==> src/hdl/sppi_pkg.sv <==
// Shared types and constants for the spectral peak interpolation unit.
`timescale 1ns / 1ps
package sppi_pkg;

  localparam int BW_W     = 32;   // bin width register, Q16.16
  localparam int FRAC_W   = 16;
  localparam int FREQ_W   = 40;   // Q24.16 frequency
  localparam int POW_W    = 26;
  localparam int COUNT_W  = 12;
  localparam int OUT_DATA_W = 80;
  localparam int OUT_PAD  = OUT_DATA_W - (FREQ_W + POW_W + COUNT_W);

  localparam logic [BW_W-1:0]    BW_RESET   = 32'h0001_0000;
  localparam logic [FRAC_W-1:0]  ROUND_HALF = 16'h8000;
  localparam logic [POW_W-1:0]   POW_MAX    = {POW_W{1'b1}};
  localparam logic [COUNT_W-1:0] COUNT_MAX  = {COUNT_W{1'b1}};

  // register index (byte address bit 2)
  localparam logic REG_BIN_WIDTH = 1'b0;

  typedef enum logic {
    OP_MUL,
    OP_DIV
  } mdu_op_t;

  typedef struct packed {
    logic    start;
    mdu_op_t op;
  } mdu_cmd_t;

  typedef struct packed {
    logic [FREQ_W-1:0] freq;
    logic [POW_W-1:0]  power;
    logic              flat;
  } sppi_res_t;

endpackage

==> src/hdl/sppi_mdu.sv <==
// Shared radix-2 multiply / divide unit: one add or trial subtract per cycle.
`timescale 1ns / 1ps
module sppi_mdu #(
  parameter int W = 76
) (
  input  logic                     clk,
  input  logic                     rst,
  input  sppi_pkg::mdu_cmd_t       cmd,
  input  logic [$clog2(W+1)-1:0]   steps,
  input  logic [W-1:0]             acc_init,
  input  logic [W-1:0]             opnd_init,
  input  logic [W-1:0]             sh_init,
  output logic                     done,
  output logic [W-1:0]             acc,
  output logic [W-1:0]             sh
);
  import sppi_pkg::*;

  localparam int CW = $clog2(W+1);

  logic [W-1:0]  opnd;
  logic [CW-1:0] cnt;
  mdu_op_t       op;

  logic [W-1:0] rem_sh;
  logic [W-1:0] add_a;
  logic [W-1:0] add_b;
  logic         add_ci;
  logic [W:0]   add_s;

  // mul: acc + opnd; div: (rem << 1 | next numerator bit) - divisor
  always_comb begin
    rem_sh = {acc[W-2:0], sh[W-1]};
    if (op == OP_DIV) begin
      add_a  = rem_sh;
      add_b  = ~opnd;
      add_ci = 1'b1;
    end else begin
      add_a  = acc;
      add_b  = opnd;
      add_ci = 1'b0;
    end
    add_s = {1'b0, add_a} + {1'b0, add_b} + {{W{1'b0}}, add_ci};
  end

  always_ff @(posedge clk) begin
    if (rst) begin
      cnt  <= '0;
      done <= 1'b0;
      op   <= OP_MUL;
    end else begin
      done <= 1'b0;
      if (cmd.start) begin
        cnt  <= steps;
        op   <= cmd.op;
        acc  <= acc_init;
        opnd <= opnd_init;
        sh   <= sh_init;
      end else if (cnt != '0) begin
        cnt  <= cnt - CW'(1);
        done <= (cnt == CW'(1));
        case (op)
          OP_DIV: begin
            // carry out set: no borrow, quotient bit is one
            acc <= add_s[W] ? add_s[W-1:0] : rem_sh;
            sh  <= {sh[W-2:0], add_s[W]};
          end
          OP_MUL: begin
            if (sh[0]) begin
              acc <= add_s[W-1:0];
            end
            opnd <= {opnd[W-2:0], 1'b0};
            sh   <= {1'b0, sh[W-1:1]};
          end
          default: begin
            acc <= acc;
          end
        endcase
      end
    end
  end

endmodule

==> src/hdl/sppi_core.sv <==
// Sequencer for one parabolic fit: drives the shared unit, rounds and saturates.
`timescale 1ns / 1ps
module sppi_core #(
  parameter int SAMPLE_BITS = 24,
  parameter int M_W         = 12
) (
  input  logic                      clk,
  input  logic                      rst,
  input  logic                      start,
  input  logic [SAMPLE_BITS-1:0]    pm,
  input  logic [SAMPLE_BITS-1:0]    p0,
  input  logic [SAMPLE_BITS-1:0]    pp,
  input  logic [M_W-1:0]            m,
  input  logic [sppi_pkg::BW_W-1:0] bin_width,
  input  logic                      take,
  output logic                      res_valid,
  output sppi_pkg::sppi_res_t       res
);
  import sppi_pkg::*;

  localparam int S      = SAMPLE_BITS;
  localparam int AMAG_W = S + 1;
  localparam int A2_W   = S + 3;
  localparam int N1W    = S + 18;           // (|b| << 17) + 2|a|
  localparam int MS_W   = M_W + FRAC_W;     // m in Q.16
  localparam int PMAX_W = (MS_W > N1W) ? MS_W : N1W;
  localparam int PSW    = PMAX_W + 2;       // signed position
  localparam int POS_W  = PSW - 1;
  localparam int W      = POS_W + BW_W;
  localparam int CW     = $clog2(W+1);
  localparam int SQ_W   = 2 * S;
  localparam int R_W    = S + 4;            // remainder below 8|a|
  localparam int V_W    = (SQ_W + 2 > POW_W + 1) ? SQ_W + 2 : POW_W + 1;
  localparam int SAT_LO = FREQ_W + FRAC_W;

  typedef enum logic [3:0] {
    C_IDLE,
    C_PREP,
    C_DIV1,
    C_POS,
    C_MULF,
    C_BSQ,
    C_DIV2,
    C_PWR,
    C_DONE
  } state_t;

  state_t state;

  logic [S-1:0]      s_pm, s_p0, s_pp;
  logic [M_W-1:0]    s_m;
  logic [AMAG_W-1:0] amag;
  logic [S-1:0]      bmag;
  logic              a_neg, off_neg, flat;
  logic [N1W-1:0]    q1;
  logic [POS_W-1:0]  posmag;
  logic [SQ_W-1:0]   bsq;
  logic [SQ_W-1:0]   q2;
  logic [R_W-1:0]    rem;
  logic              go;

  // unit connections
  mdu_cmd_t        cmd;
  logic [CW-1:0]   steps;
  logic [W-1:0]    acc_init, opnd_init, sh_init;
  logic            mdu_done;
  logic [W-1:0]    mdu_acc, mdu_sh;

  // combinational helpers
  logic signed [A2_W-1:0] a2, b2, a2_abs, b2_abs;
  logic [N1W-1:0]         num1;
  logic [MS_W-1:0]        ms;
  logic signed [PSW-1:0]  ms_ext, q1_ext, pos;
  logic [FREQ_W-1:0]      freq_sat;
  logic                   rnd;
  logic [SQ_W:0]          q2r;
  logic [V_W-1:0]         pe, qe, pwr_v;
  logic [POW_W-1:0]       pow_sat;

  always_comb begin
    a2 = $signed({3'b000, s_pp}) + $signed({3'b000, s_pm}) - $signed({2'b00, s_p0, 1'b0});
    b2 = $signed({3'b000, s_pp}) - $signed({3'b000, s_pm});
    a2_abs = a2[A2_W-1] ? -a2 : a2;
    b2_abs = b2[A2_W-1] ? -b2 : b2;
    num1 = {1'b0, bmag, 17'b0} + {{(N1W-AMAG_W-1){1'b0}}, amag, 1'b0};
    ms = {s_m, {FRAC_W{1'b0}}};
    ms_ext = $signed({{(PSW-MS_W){1'b0}}, ms});
    q1_ext = $signed({{(PSW-N1W){1'b0}}, q1});
    pos = off_neg ? (ms_ext - q1_ext) : (ms_ext + q1_ext);

    // product is Q.32 with the half already added; saturate at 2^56 and above
    freq_sat = (|mdu_acc[W-1:SAT_LO]) ? {FREQ_W{1'b1}} : mdu_acc[SAT_LO-1:FRAC_W];

    rnd = ({rem, 1'b0} >= {1'b0, amag, 3'b000});
    q2r = {1'b0, q2} + {{SQ_W{1'b0}}, rnd};
    pe  = {{(V_W-S){1'b0}}, s_p0};
    qe  = {{(V_W-SQ_W-1){1'b0}}, q2r};
    if (flat) begin
      pwr_v = pe;
    end else if (a_neg) begin
      pwr_v = pe + qe;
    end else if (qe >= pe) begin
      pwr_v = '0;
    end else begin
      pwr_v = pe - qe;
    end
    pow_sat = (pwr_v > {{(V_W-POW_W){1'b0}}, POW_MAX}) ? POW_MAX : pwr_v[POW_W-1:0];
  end

  // operand selection for the shared unit
  always_comb begin
    cmd.start = go;
    cmd.op    = OP_MUL;
    steps     = '0;
    acc_init  = '0;
    opnd_init = '0;
    sh_init   = '0;
    case (state)
      C_DIV1: begin
        cmd.op    = OP_DIV;
        steps     = CW'(N1W);
        opnd_init = {{(W-AMAG_W-2){1'b0}}, amag, 2'b00};
        sh_init   = {num1, {(W-N1W){1'b0}}};
      end
      C_MULF: begin
        steps     = CW'(BW_W);
        acc_init  = {{(W-FRAC_W){1'b0}}, ROUND_HALF};
        opnd_init = {{(W-POS_W){1'b0}}, posmag};
        sh_init   = {{(W-BW_W){1'b0}}, bin_width};
      end
      C_BSQ: begin
        steps     = CW'(S);
        opnd_init = {{(W-S){1'b0}}, bmag};
        sh_init   = {{(W-S){1'b0}}, bmag};
      end
      C_DIV2: begin
        cmd.op    = OP_DIV;
        steps     = CW'(SQ_W);
        opnd_init = {{(W-AMAG_W-3){1'b0}}, amag, 3'b000};
        sh_init   = {bsq, {(W-SQ_W){1'b0}}};
      end
      default: begin
        steps = '0;
      end
    endcase
  end

  sppi_mdu #(
    .W (W)
  ) u_mdu (
    .clk       (clk),
    .rst       (rst),
    .cmd       (cmd),
    .steps     (steps),
    .acc_init  (acc_init),
    .opnd_init (opnd_init),
    .sh_init   (sh_init),
    .done      (mdu_done),
    .acc       (mdu_acc),
    .sh        (mdu_sh)
  );

  assign res_valid = (state == C_DONE);

  always_ff @(posedge clk) begin
    if (rst) begin
      state <= C_IDLE;
      go    <= 1'b0;
    end else begin
      go <= 1'b0;
      case (state)
        C_IDLE: begin
          if (start) begin
            s_pm  <= pm;
            s_p0  <= p0;
            s_pp  <= pp;
            s_m   <= m;
            state <= C_PREP;
          end
        end
        C_PREP: begin
          amag    <= a2_abs[AMAG_W-1:0];
          bmag    <= b2_abs[S-1:0];
          a_neg   <= a2[A2_W-1];
          off_neg <= (a2 > 0 && b2 > 0) || (a2 < 0 && b2 < 0);
          flat    <= (a2 == '0);
          posmag  <= {{(POS_W-MS_W){1'b0}}, ms};
          go      <= 1'b1;
          state   <= (a2 == '0) ? C_MULF : C_DIV1;
        end
        C_DIV1: begin
          if (mdu_done) begin
            q1    <= mdu_sh[N1W-1:0];
            state <= C_POS;
          end
        end
        C_POS: begin
          // a position at or below zero gives frequency zero
          posmag <= pos[PSW-1] ? '0 : pos[POS_W-1:0];
          go     <= 1'b1;
          state  <= C_MULF;
        end
        C_MULF: begin
          if (mdu_done) begin
            res.freq <= freq_sat;
            res.flat <= flat;
            if (flat) begin
              res.power <= pow_sat;
              state     <= C_DONE;
            end else begin
              go    <= 1'b1;
              state <= C_BSQ;
            end
          end
        end
        C_BSQ: begin
          if (mdu_done) begin
            bsq   <= mdu_acc[SQ_W-1:0];
            go    <= 1'b1;
            state <= C_DIV2;
          end
        end
        C_DIV2: begin
          if (mdu_done) begin
            q2    <= mdu_sh[SQ_W-1:0];
            rem   <= mdu_acc[R_W-1:0];
            state <= C_PWR;
          end
        end
        C_PWR: begin
          res.power <= pow_sat;
          state     <= C_DONE;
        end
        C_DONE: begin
          if (take) begin
            state <= C_IDLE;
          end
        end
        default: begin
          state <= C_IDLE;
        end
      endcase
    end
  end

endmodule

==> src/hdl/spectral_peak_parabolic_interp_unit.sv <==
// Top level: bin window, frame counters, stream and register ports, result register.
//
//   channel   | direction | handshake              | payload
//   ----------+-----------+------------------------+-----------------------------------
//   s_*       | in        | s_tvalid / s_tready    | tdata power, tuser peak_flag,
//             |           |                        | tlast last_bin
//   m_*       | out       | m_tvalid / m_tready    | tdata freq, power, count;
//             |           |                        | tuser peak_valid, flat_peak;
//             |           |                        | tlast frame_done
//   apb       | in/out    | psel/penable/pready    | bin_width at byte address 0
//
// A bin that completes no peak leaves s_tready high. A bin that completes a
// peak starts the fit: s_tready stays low until the result is taken, while
// the bit-per-cycle divisions and multiplies run on the one shared unit; a
// flat peak skips the divisions and the squaring. s_tready is also low while a
// result beat waits on a stalled output. Reset is synchronous, active
// high, and clears counters, window and bin_width to 1.0 Hz.
`timescale 1ns / 1ps
module spectral_peak_parabolic_interp_unit #(
  parameter int MAX_BINS    = 4096,
  parameter int SAMPLE_BITS = 24
) (
  input  logic                                   clk,
  input  logic                                   rst,
  // bin stream
  input  logic                                   s_tvalid,
  output logic                                   s_tready,
  input  logic [((SAMPLE_BITS+7)/8)*8-1:0]       s_tdata,   // [SAMPLE_BITS-1:0] power
  input  logic [0:0]                             s_tuser,   // [0] peak_flag
  input  logic                                   s_tlast,   // last_bin
  // result stream
  output logic                                   m_tvalid,
  input  logic                                   m_tready,
  output logic [sppi_pkg::OUT_DATA_W-1:0]        m_tdata,   // [39:0] peak_freq,
                                                            // [65:40] peak_power,
                                                            // [77:66] peak_count
  output logic [1:0]                             m_tuser,   // [0] peak_valid, [1] flat_peak
  output logic                                   m_tlast,   // frame_done
  // register port
  input  logic                                   psel,
  input  logic                                   penable,
  input  logic                                   pwrite,
  input  logic [2:0]                             paddr,
  input  logic [31:0]                            pwdata,
  output logic [31:0]                            prdata,
  output logic                                   pready
);
  import sppi_pkg::*;

  localparam int CNT_W = $clog2(MAX_BINS);
  localparam logic [CNT_W-1:0] CNT_MAX = CNT_W'(MAX_BINS - 1);

  logic [BW_W-1:0]        bin_width;
  logic [SAMPLE_BITS-1:0] older, centre;
  logic                   centre_flag;
  logic [CNT_W-1:0]       bin_cnt;
  logic [COUNT_W-1:0]     peaks_found;

  // pending fit
  logic               job_active;
  logic               pend_last;
  logic [COUNT_W-1:0] pend_count;

  // result register
  logic               out_pv, out_flat, out_last;
  logic [FREQ_W-1:0]  out_freq;
  logic [POW_W-1:0]   out_power;
  logic [COUNT_W-1:0] out_count;

  logic                   accept, cfg_wr, out_free;
  logic [SAMPLE_BITS-1:0] x;
  logic                   at_sat, has_peak;
  logic [COUNT_W-1:0]     cnt_inc;
  logic                   core_start, core_take, core_valid;
  sppi_res_t              core_res;

  assign pready = 1'b1;
  assign cfg_wr = psel && penable && pwrite && pready && (paddr[2] == REG_BIN_WIDTH);
  assign prdata = (paddr[2] == REG_BIN_WIDTH) ? bin_width : '0;

  assign out_free = !m_tvalid || m_tready;
  assign s_tready = !job_active && out_free;
  assign accept   = s_tvalid && s_tready;
  assign x        = s_tdata[SAMPLE_BITS-1:0];

  // saturated counter: this bin's flag is dropped, no index advance
  assign at_sat   = (bin_cnt == CNT_MAX);
  // centre bin is interior once the incoming bin index reaches two
  assign has_peak = centre_flag && (bin_cnt >= CNT_W'(2));
  assign cnt_inc  = (peaks_found == COUNT_MAX) ? peaks_found : peaks_found + COUNT_W'(1);

  assign core_start = accept && has_peak;
  assign core_take  = job_active && core_valid && out_free;

  sppi_core #(
    .SAMPLE_BITS (SAMPLE_BITS),
    .M_W         (CNT_W)
  ) u_core (
    .clk       (clk),
    .rst       (rst),
    .start     (core_start),
    .pm        (older),
    .p0        (centre),
    .pp        (x),
    .m         (bin_cnt - CNT_W'(1)),
    .bin_width (bin_width),
    .take      (core_take),
    .res_valid (core_valid),
    .res       (core_res)
  );

  assign m_tdata = {{OUT_PAD{1'b0}}, out_count, out_power, out_freq};
  assign m_tuser = {out_flat, out_pv};
  assign m_tlast = out_last;

  always_ff @(posedge clk) begin
    if (rst) begin
      bin_width   <= BW_RESET;
      older       <= '0;
      centre      <= '0;
      centre_flag <= 1'b0;
      bin_cnt     <= '0;
      peaks_found <= '0;
      job_active  <= 1'b0;
      m_tvalid    <= 1'b0;
    end else begin
      if (cfg_wr) begin
        bin_width <= pwdata;
      end
      if (m_tvalid && m_tready) begin
        m_tvalid <= 1'b0;
      end
      if (accept) begin
        older       <= centre;
        centre      <= x;
        centre_flag <= at_sat ? 1'b0 : s_tuser[0];
        if (!at_sat) begin
          bin_cnt <= bin_cnt + CNT_W'(1);
        end
        if (has_peak) begin
          peaks_found <= cnt_inc;
          job_active  <= 1'b1;
          pend_last   <= s_tlast;
          pend_count  <= cnt_inc;
        end else if (s_tlast) begin
          // end of frame with no peak: frame-done beat right away
          m_tvalid  <= 1'b1;
          out_pv    <= 1'b0;
          out_freq  <= '0;
          out_power <= '0;
          out_flat  <= 1'b0;
          out_last  <= 1'b1;
          out_count <= peaks_found;
        end
        if (s_tlast) begin
          bin_cnt     <= '0;
          peaks_found <= '0;
          centre_flag <= 1'b0;
        end
      end
      if (core_take) begin
        m_tvalid   <= 1'b1;
        out_pv     <= 1'b1;
        out_freq   <= core_res.freq;
        out_power  <= core_res.power;
        out_flat   <= core_res.flat;
        out_last   <= pend_last;
        out_count  <= pend_count;
        job_active <= 1'b0;
      end
    end
  end

endmodule

==> config.mk <==
export PLATFORM = sky130hd
export DESIGN_NAME = spectral_peak_parabolic_interp_unit
export DESIGN_NICKNAME = d
export VERILOG_FILES = /design/src/hdl/sppi_pkg.sv /design/src/hdl/sppi_mdu.sv /design/src/hdl/sppi_core.sv /design/src/hdl/spectral_peak_parabolic_interp_unit.sv
export SDC_FILE = /design/constraint.sdc
export NUM_CORES = 2
export LEC_CHECK = 0
export BUFFER_PORTS_ARGS = -buffer_cell sky130_fd_sc_hd__buf_4
export CORE_MARGIN = 2
export CORE_UTILIZATION = 45
export DETAILED_ROUTE_END_ITERATION = 8
export HOLD_SLACK_MARGIN = 0.06
export PLACE_DENSITY = 0.63
export REMOVE_ABC_BUFFERS = 1
export SLEW_MARGIN = 40
export SYNTH_ARGS = -nofsm -noshare
export SYNTH_HDL_FRONTEND = slang
export SYNTH_SLANG_ARGS = --single-unit
==> constraint.sdc <==
create_clock -name clk -period 9.45 [get_ports clk]
set_clock_uncertainty 0.2 [all_clocks]
set_input_delay 1.4175 -clock clk [delete_from_list [all_inputs] [get_ports clk]]
set_output_delay 1.4175 -clock clk [all_outputs]
set_load 0.05 [all_outputs]
Word level (Yosys, flattened, before mapping)
Index checks and enable logic that the tools add are counted.

Register bits: 852. Input bits: 68. Output and inout bits: 118.

Add/subtract/negate cells: 17. Magnitude comparators: 8. Eq/ne operators: 22. Muxes and demuxes: 79. Bitwise operators: 5. Reduce and logical (&&, ||, !) cells: 47.

Operator list (count): 75-bit 2-to-1 mux (11); 75-bit one-hot mux with 2 select lines (2); 75-bit one-hot mux with 4 select lines (1); 43-bit one-hot mux with 4 select lines (1); 40-bit 2-to-1 mux (4); 26-bit 2-to-1 mux (6); 50-bit 2-to-1 mux (3); 12-bit 2-to-1 mux (9); 43-bit one-hot mux with 2 select lines (1); 75-bit by 75-bit adder with 76-bit output (1); 76-bit by 1-bit adder with 76-bit output (1); 75-bit inverter (1); 26-bit one-hot mux with 2 select lines (1); 24-bit by 49-bit adder with 50-bit output (1); 50-bit by 26-bit > comparator with 1-bit output, second input constant (1); 24-bit by 49-bit subtractor with 50-bit output (1); 48-bit by 1-bit adder with 49-bit output (1); 49-bit by 24-bit >= comparator with 1-bit output (1); 44-bit 2-to-1 mux (1); 28-bit by 42-bit adder with 43-bit output (1); 43-bit 2-to-1 mux (1); 28-bit by 42-bit subtractor with 43-bit output (1); 41-bit by 26-bit adder with 42-bit output (1); 4-bit one-hot mux with 9 select lines (1); 49 further kinds (125).

Longest topological paths before layout
Depth after elaboration: 11. Depth in mapped cells: 38. Depth with buffers taken out: 37.

Modules after synthesis
From an unflattened synthesis, not the netlist that was laid out.

Cell total of the unflattened synthesis: 5348. Area total of the unflattened synthesis: 53391.2 sq um.

By module, submodules not included: sppi_core (times used 1, cells each 2777, area each 27644.0 sq um); sppi_mdu (times used 1, cells each 1769, area each 17594.4 sq um); spectral_peak_parabolic_interp_unit (times used 1, cells each 802, area each 8152.8 sq um).

Least setup slack after synthesis
No wires, ideal clock.

Path kind: in2reg. From: input port rst. To: register u_core.u_mdu.acc[0], enable pin. Arrival time: 7.043 ns. Data required time: 8.803 ns. Slack: 1.760 ns. Stages: 3. Buffers on the path: 1. Cell sequence: clkbuf_1 nor2_1 o31a_1.

Longest elaborated chain between the ends: 2.

Ends and longest elaborated chain: start: declaration (line spectral_peak_parabolic_interp_unit.sv:24) `input logic rst,`; 1-bit inverter (no line); 3-bit AND reduction (no line); end signal: assignment (line sppi_mdu.sv:56) `acc <= acc_init;`; end signal: assignment (line sppi_mdu.sv:65) `acc <= add_s[W] ? add_s[W-1:0] : rem_sh;`; end signal: assignment (line sppi_mdu.sv:70) `acc <= add_s[W-1:0];`; end: declaration (line sppi_mdu.sv:14) `output logic [W-1:0] acc,`.

Every way passes these cells. A chain may end at the register's enable or synchronous reset.

Final worst setup path
From: register u_core.amag[3]. To: register u_core.res[4] (netlist bit) (data pin).

Longest elaborated chain between the ends: 11. Elaborated cells between the ends (all ways): 13.

Ends and longest elaborated chain: start: declaration (line sppi_core.sv:52) `logic [AMAG_W-1:0] amag;`; start signal: assignment (line sppi_core.sv:182) `amag <= a2_abs[AMAG_W-1:0];`; 29-bit by 28-bit >= comparator with 1-bit output (*) (line sppi_core.sv:94) `rnd = ({rem, 1'b0} >= {1'b0, amag, 3'b000});`; 48-bit by 1-bit adder with 49-bit output (*) (line sppi_core.sv:95) `q2r = {1'b0, q2} + {{SQ_W{1'b0}}, rnd};`; 24-bit by 49-bit subtractor with 50-bit output or 49-bit by 24-bit >= comparator with 1-bit output (tied branches) (line sppi_core.sv:105, sppi_core.sv:102); 50-bit 2-to-1 mux (line sppi_core.sv:102) `end else if (qe >= pe) begin`; 50-bit 2-to-1 mux (*) (line sppi_core.sv:100) `end else if (a_neg) begin`; 50-bit 2-to-1 mux (*) (line sppi_core.sv:98) `if (flat) begin`; 50-bit by 26-bit > comparator with 1-bit output (line sppi_core.sv:107) `pow_sat = (pwr_v > {{(V_W-POW_W){1'b0}}, POW_MAX}) ? POW_MAX : pwr_v[POW_W-1:0];`; 26-bit 2-to-1 mux (*) (line sppi_core.sv:107); 26-bit 2-to-1 mux (line sppi_core.sv:207) `if (flat) begin`; 27-bit 2-to-1 mux (line sppi_core.sv:204) `if (mdu_done) begin`; 26-bit one-hot mux with 2 select lines (*) (line sppi_core.sv:171) `case (state)`; end: declaration (line sppi_core.sv:17) `output sppi_pkg::sppi_res_t res`.

Mark *: on every way between the ends. The rest lies on a longest branch, timed or not. The select of a mux whose other input is x is not followed.

==> out/metrics.yaml <==
outcome:
  status: "complete, no violations"
yosys:
  synth_edf_count: 730
  synth.top_cells.by_area: "edfxtp_1 42%, ha_1 5.9%, dfxtp_1 4.7%"
  netlist_area_um2: 51800
  synth_seq_area_share_pct: 47.0
  synthCells: 5103
  synth_top_area_share_pct: 42.3
  synthFlopType: "edfxtp_1"
  syn_area_per_cell_um2: 10.2
  ys_types: 100
  yosys_warnings: 0
  synth_top_area_cell: "edfxtp_1"
  ys_ff_latch: 851
  async_flop_share_pct: 0
placement:
  place_hpwl_um: 110000
  gp_congestion: 0.944
  dpl_cell_area_um2: 54800
  io_buffers: 180
floorplanning:
  die-area_um2: 118000
  start_util_pct: 45.4
  std_cell_rows: 124
  core_area_um2: 114000
  ios: 186
  die_w_um: 343
  die_h_um: 343
clocking:
  cts.sinks: 851
  clkLatencyLatePin_ps: 690
  cts_tree: "built"
  htreeDepth: 3
  cts_max_path_buffers: 3
  clk_pin_slew_ps: 70
  numCtsBuffers: 92
  postCtsHoldBufs: 0
  root_buffer: "clkbuf_16"
sta:
  grt_setup_unrepaired: "no"
  final-setup-viol-count: 0
  fin_crit_sh_pct: 94.5
  holdWs_ps: 224
  fmax_ghz: 0.112
  fin_crit_ps: 8930
  slew_viol_final: 0
  tightest_slew_ps: 839
  hold_viol: 0
  max-slew-margin-rel_pct: 43.9
global_route:
  use_met2_pct: 39.5
  grt_max_degree: 174
  grt_use_met1_pct: 36.4
  grt_pass1_vias: 37900
  gr-total-overflow: 0
  busiest_layer: "met2"
  grt_pass1_wl_um: 231000
  grtUsageTotal_pct: 25.3
  antenna_found_initial: 5
  grt_util_met3_pct: 3.83
setup_path:
  slowest_delay_ps: 610
  worstPathArrival_ps: 9130
  cp-start-kind: "flop"
  cp_slowest_cell: "or4_1"
  endpoint_kind: "flop"
  required_ps: 9650
  worstPathMaxFanout: 24
  reg2reg_depth: 36
  path_class: "reg2reg"
  r2r_slack_ps: 520
final_layout:
  drive_gt1_share_pct: 11.3
  final_common_cell: "edfxtp_1"
  multiInputGateArea_um2: 25600
  area_growth_pct: 11.8
  seqCellArea_um2: 24400
  post-route-util_pct: 50.7
  num-nets-final: 5517
  stdcell_area_um2: 57900
  fillers: 10400
  layout_common_cells: "730 x edfxtp_1, 553 x nand2_1, 379 x a21oi_1"
power_and_ir_drop:
  power_mw: 13.6
  cellPowerDensity_nw_per_um2: 235
  vdd.ir_drop.worst_uv: 185
  p_leak_nw: 21.3
routing:
  wire_per_inst_um: 22.4
  first_iter_violations: 3971
  num_vias: 39900
  ant_nets: 0
  routed_wirelength_um: 152000
  drt_pass1_iterations: 8
  via_per_inst: 5.90
  drcViolationCount: 0
run:
  cap_viol_max_count: 0
hold_path:
  hp-class: "reg2reg"
  holdPathStages: 0
[state kept, by name (all words and copies together) (netlist names), 24 cells and up]
register and count:
u_core.u_mdu.acc 75, u_core.u_mdu.opnd 75, u_core.u_mdu.sh 75, u_core.res 67, u_core.bsq 48, u_core.q2 48
u_core.posmag 43, u_core.q1 42, out_freq 40, bin_width 32, u_core.rem 28, out_power 26
centre 24, older 24, u_core.amag 24, u_core.bmag 24, u_core.s_p0 24, u_core.s_pm 24
u_core.s_pp 24
[area by class of cell]
type	count	area share, %
Clock buffer	108	4.26
Timing Repair Buffer	248	3.54
Antenna cell	1	0.00432
Multi-Input combinational cell	3715	44.2
Tap cell	1512	3.27
Inverter	269	1.74
Clock inverter	58	0.985
Sequential cell	851	42.0
[through the flow]
step                      TNS (ps)  setup WS (ps)  std cells
after detailed placement         0            643       6591
after global routing             0           44.5       6761
after global placement           0            697       6585
after floorplan            -529150          -4280       4835
after CTS                        0            568       6757
final                            0            523       6762
[critical path: cells and delay by family (launching register included)]
family,cells,cell delay (ps)
adders and majority gates,4,1140
xor gates and xnor gates,1,330
DFF,1,430
buffers and inverters,2,310
AOI/OAI and AO/OA,14,2640
and+or+nand+nor,15,3560
[layer usage]
| metal | wire (um) | share of wire [%] | vias to the layer above |
|---|---|---|---|
| li1 | - | - | 18900 |
| met1 | 69100 | 46 | 19600 |
| met2 | 67800 | 45 | 1223 |
| met3 | 10100 | 6.7 | 223 |
| met4 | 4690 | 3.1 | 4 |
| met5 | 25 | 0.016 | - |
[synth_stat cells (95+ instances only)]
| cell type | instances |
|---|---|
| edfxtp_1 | 730 |
| nand2_1 | 554 |
| a21oi_1 | 379 |
| nor2_1 | 291 |
| inv_1 | 268 |
| ha_1 | 243 |
| clkbuf_1 | 239 |
| xnor2_1 | 203 |
| o21ai_0 | 185 |
| xor2_1 | 184 |
| dfxtp_1 | 121 |
| mux2i_1 | 111 |
| a21o_1 | 106 |
| and2_1 | 99 |
| nor2b_1 | 99 |
| mux2_2 | 95 |
[report_power, final]
part	total (mW)	leakage (nW)	internal (mW)	switching, mW
registers	5.55	7.65	4.98	0.577
logic	4.39	12.2	1.95	2.44
clock network	3.68	1.47	2.10	1.59
total	13.6	21.3	9.02	4.60
[cells by family after synthesis]
| kind of cell | synth area share (%) |
|---|---|
| AOI/OAI and AO/OA | 16.2 |
| xor gates and xnor gates | 6.54 |
| adders and majority gates | 6.99 |
| buffers and inverters | 4.00 |
| DFF | 47.0 |
| muxes | 4.21 |
| other | 0.0145 |
| and+or+nand+nor | 15.0 |
[path summary, 6_finish.rpt]
check                         to            from
setup / recovery   u_core.res[4]  u_core.amag[3]
hold / removal    u_core.s_pm[9]        older[9]
setup reg to reg   u_core.res[4]  u_core.amag[3]
hold reg to reg   u_core.s_pm[9]        older[9]
[timing repair]
item	4_1_cts	5_1_grt
gates resized for setup	0	2
endpoints found under the setup margin	0	26
buffers inserted	0	0
No activity file was read; power rests on OpenSTA's default activity.
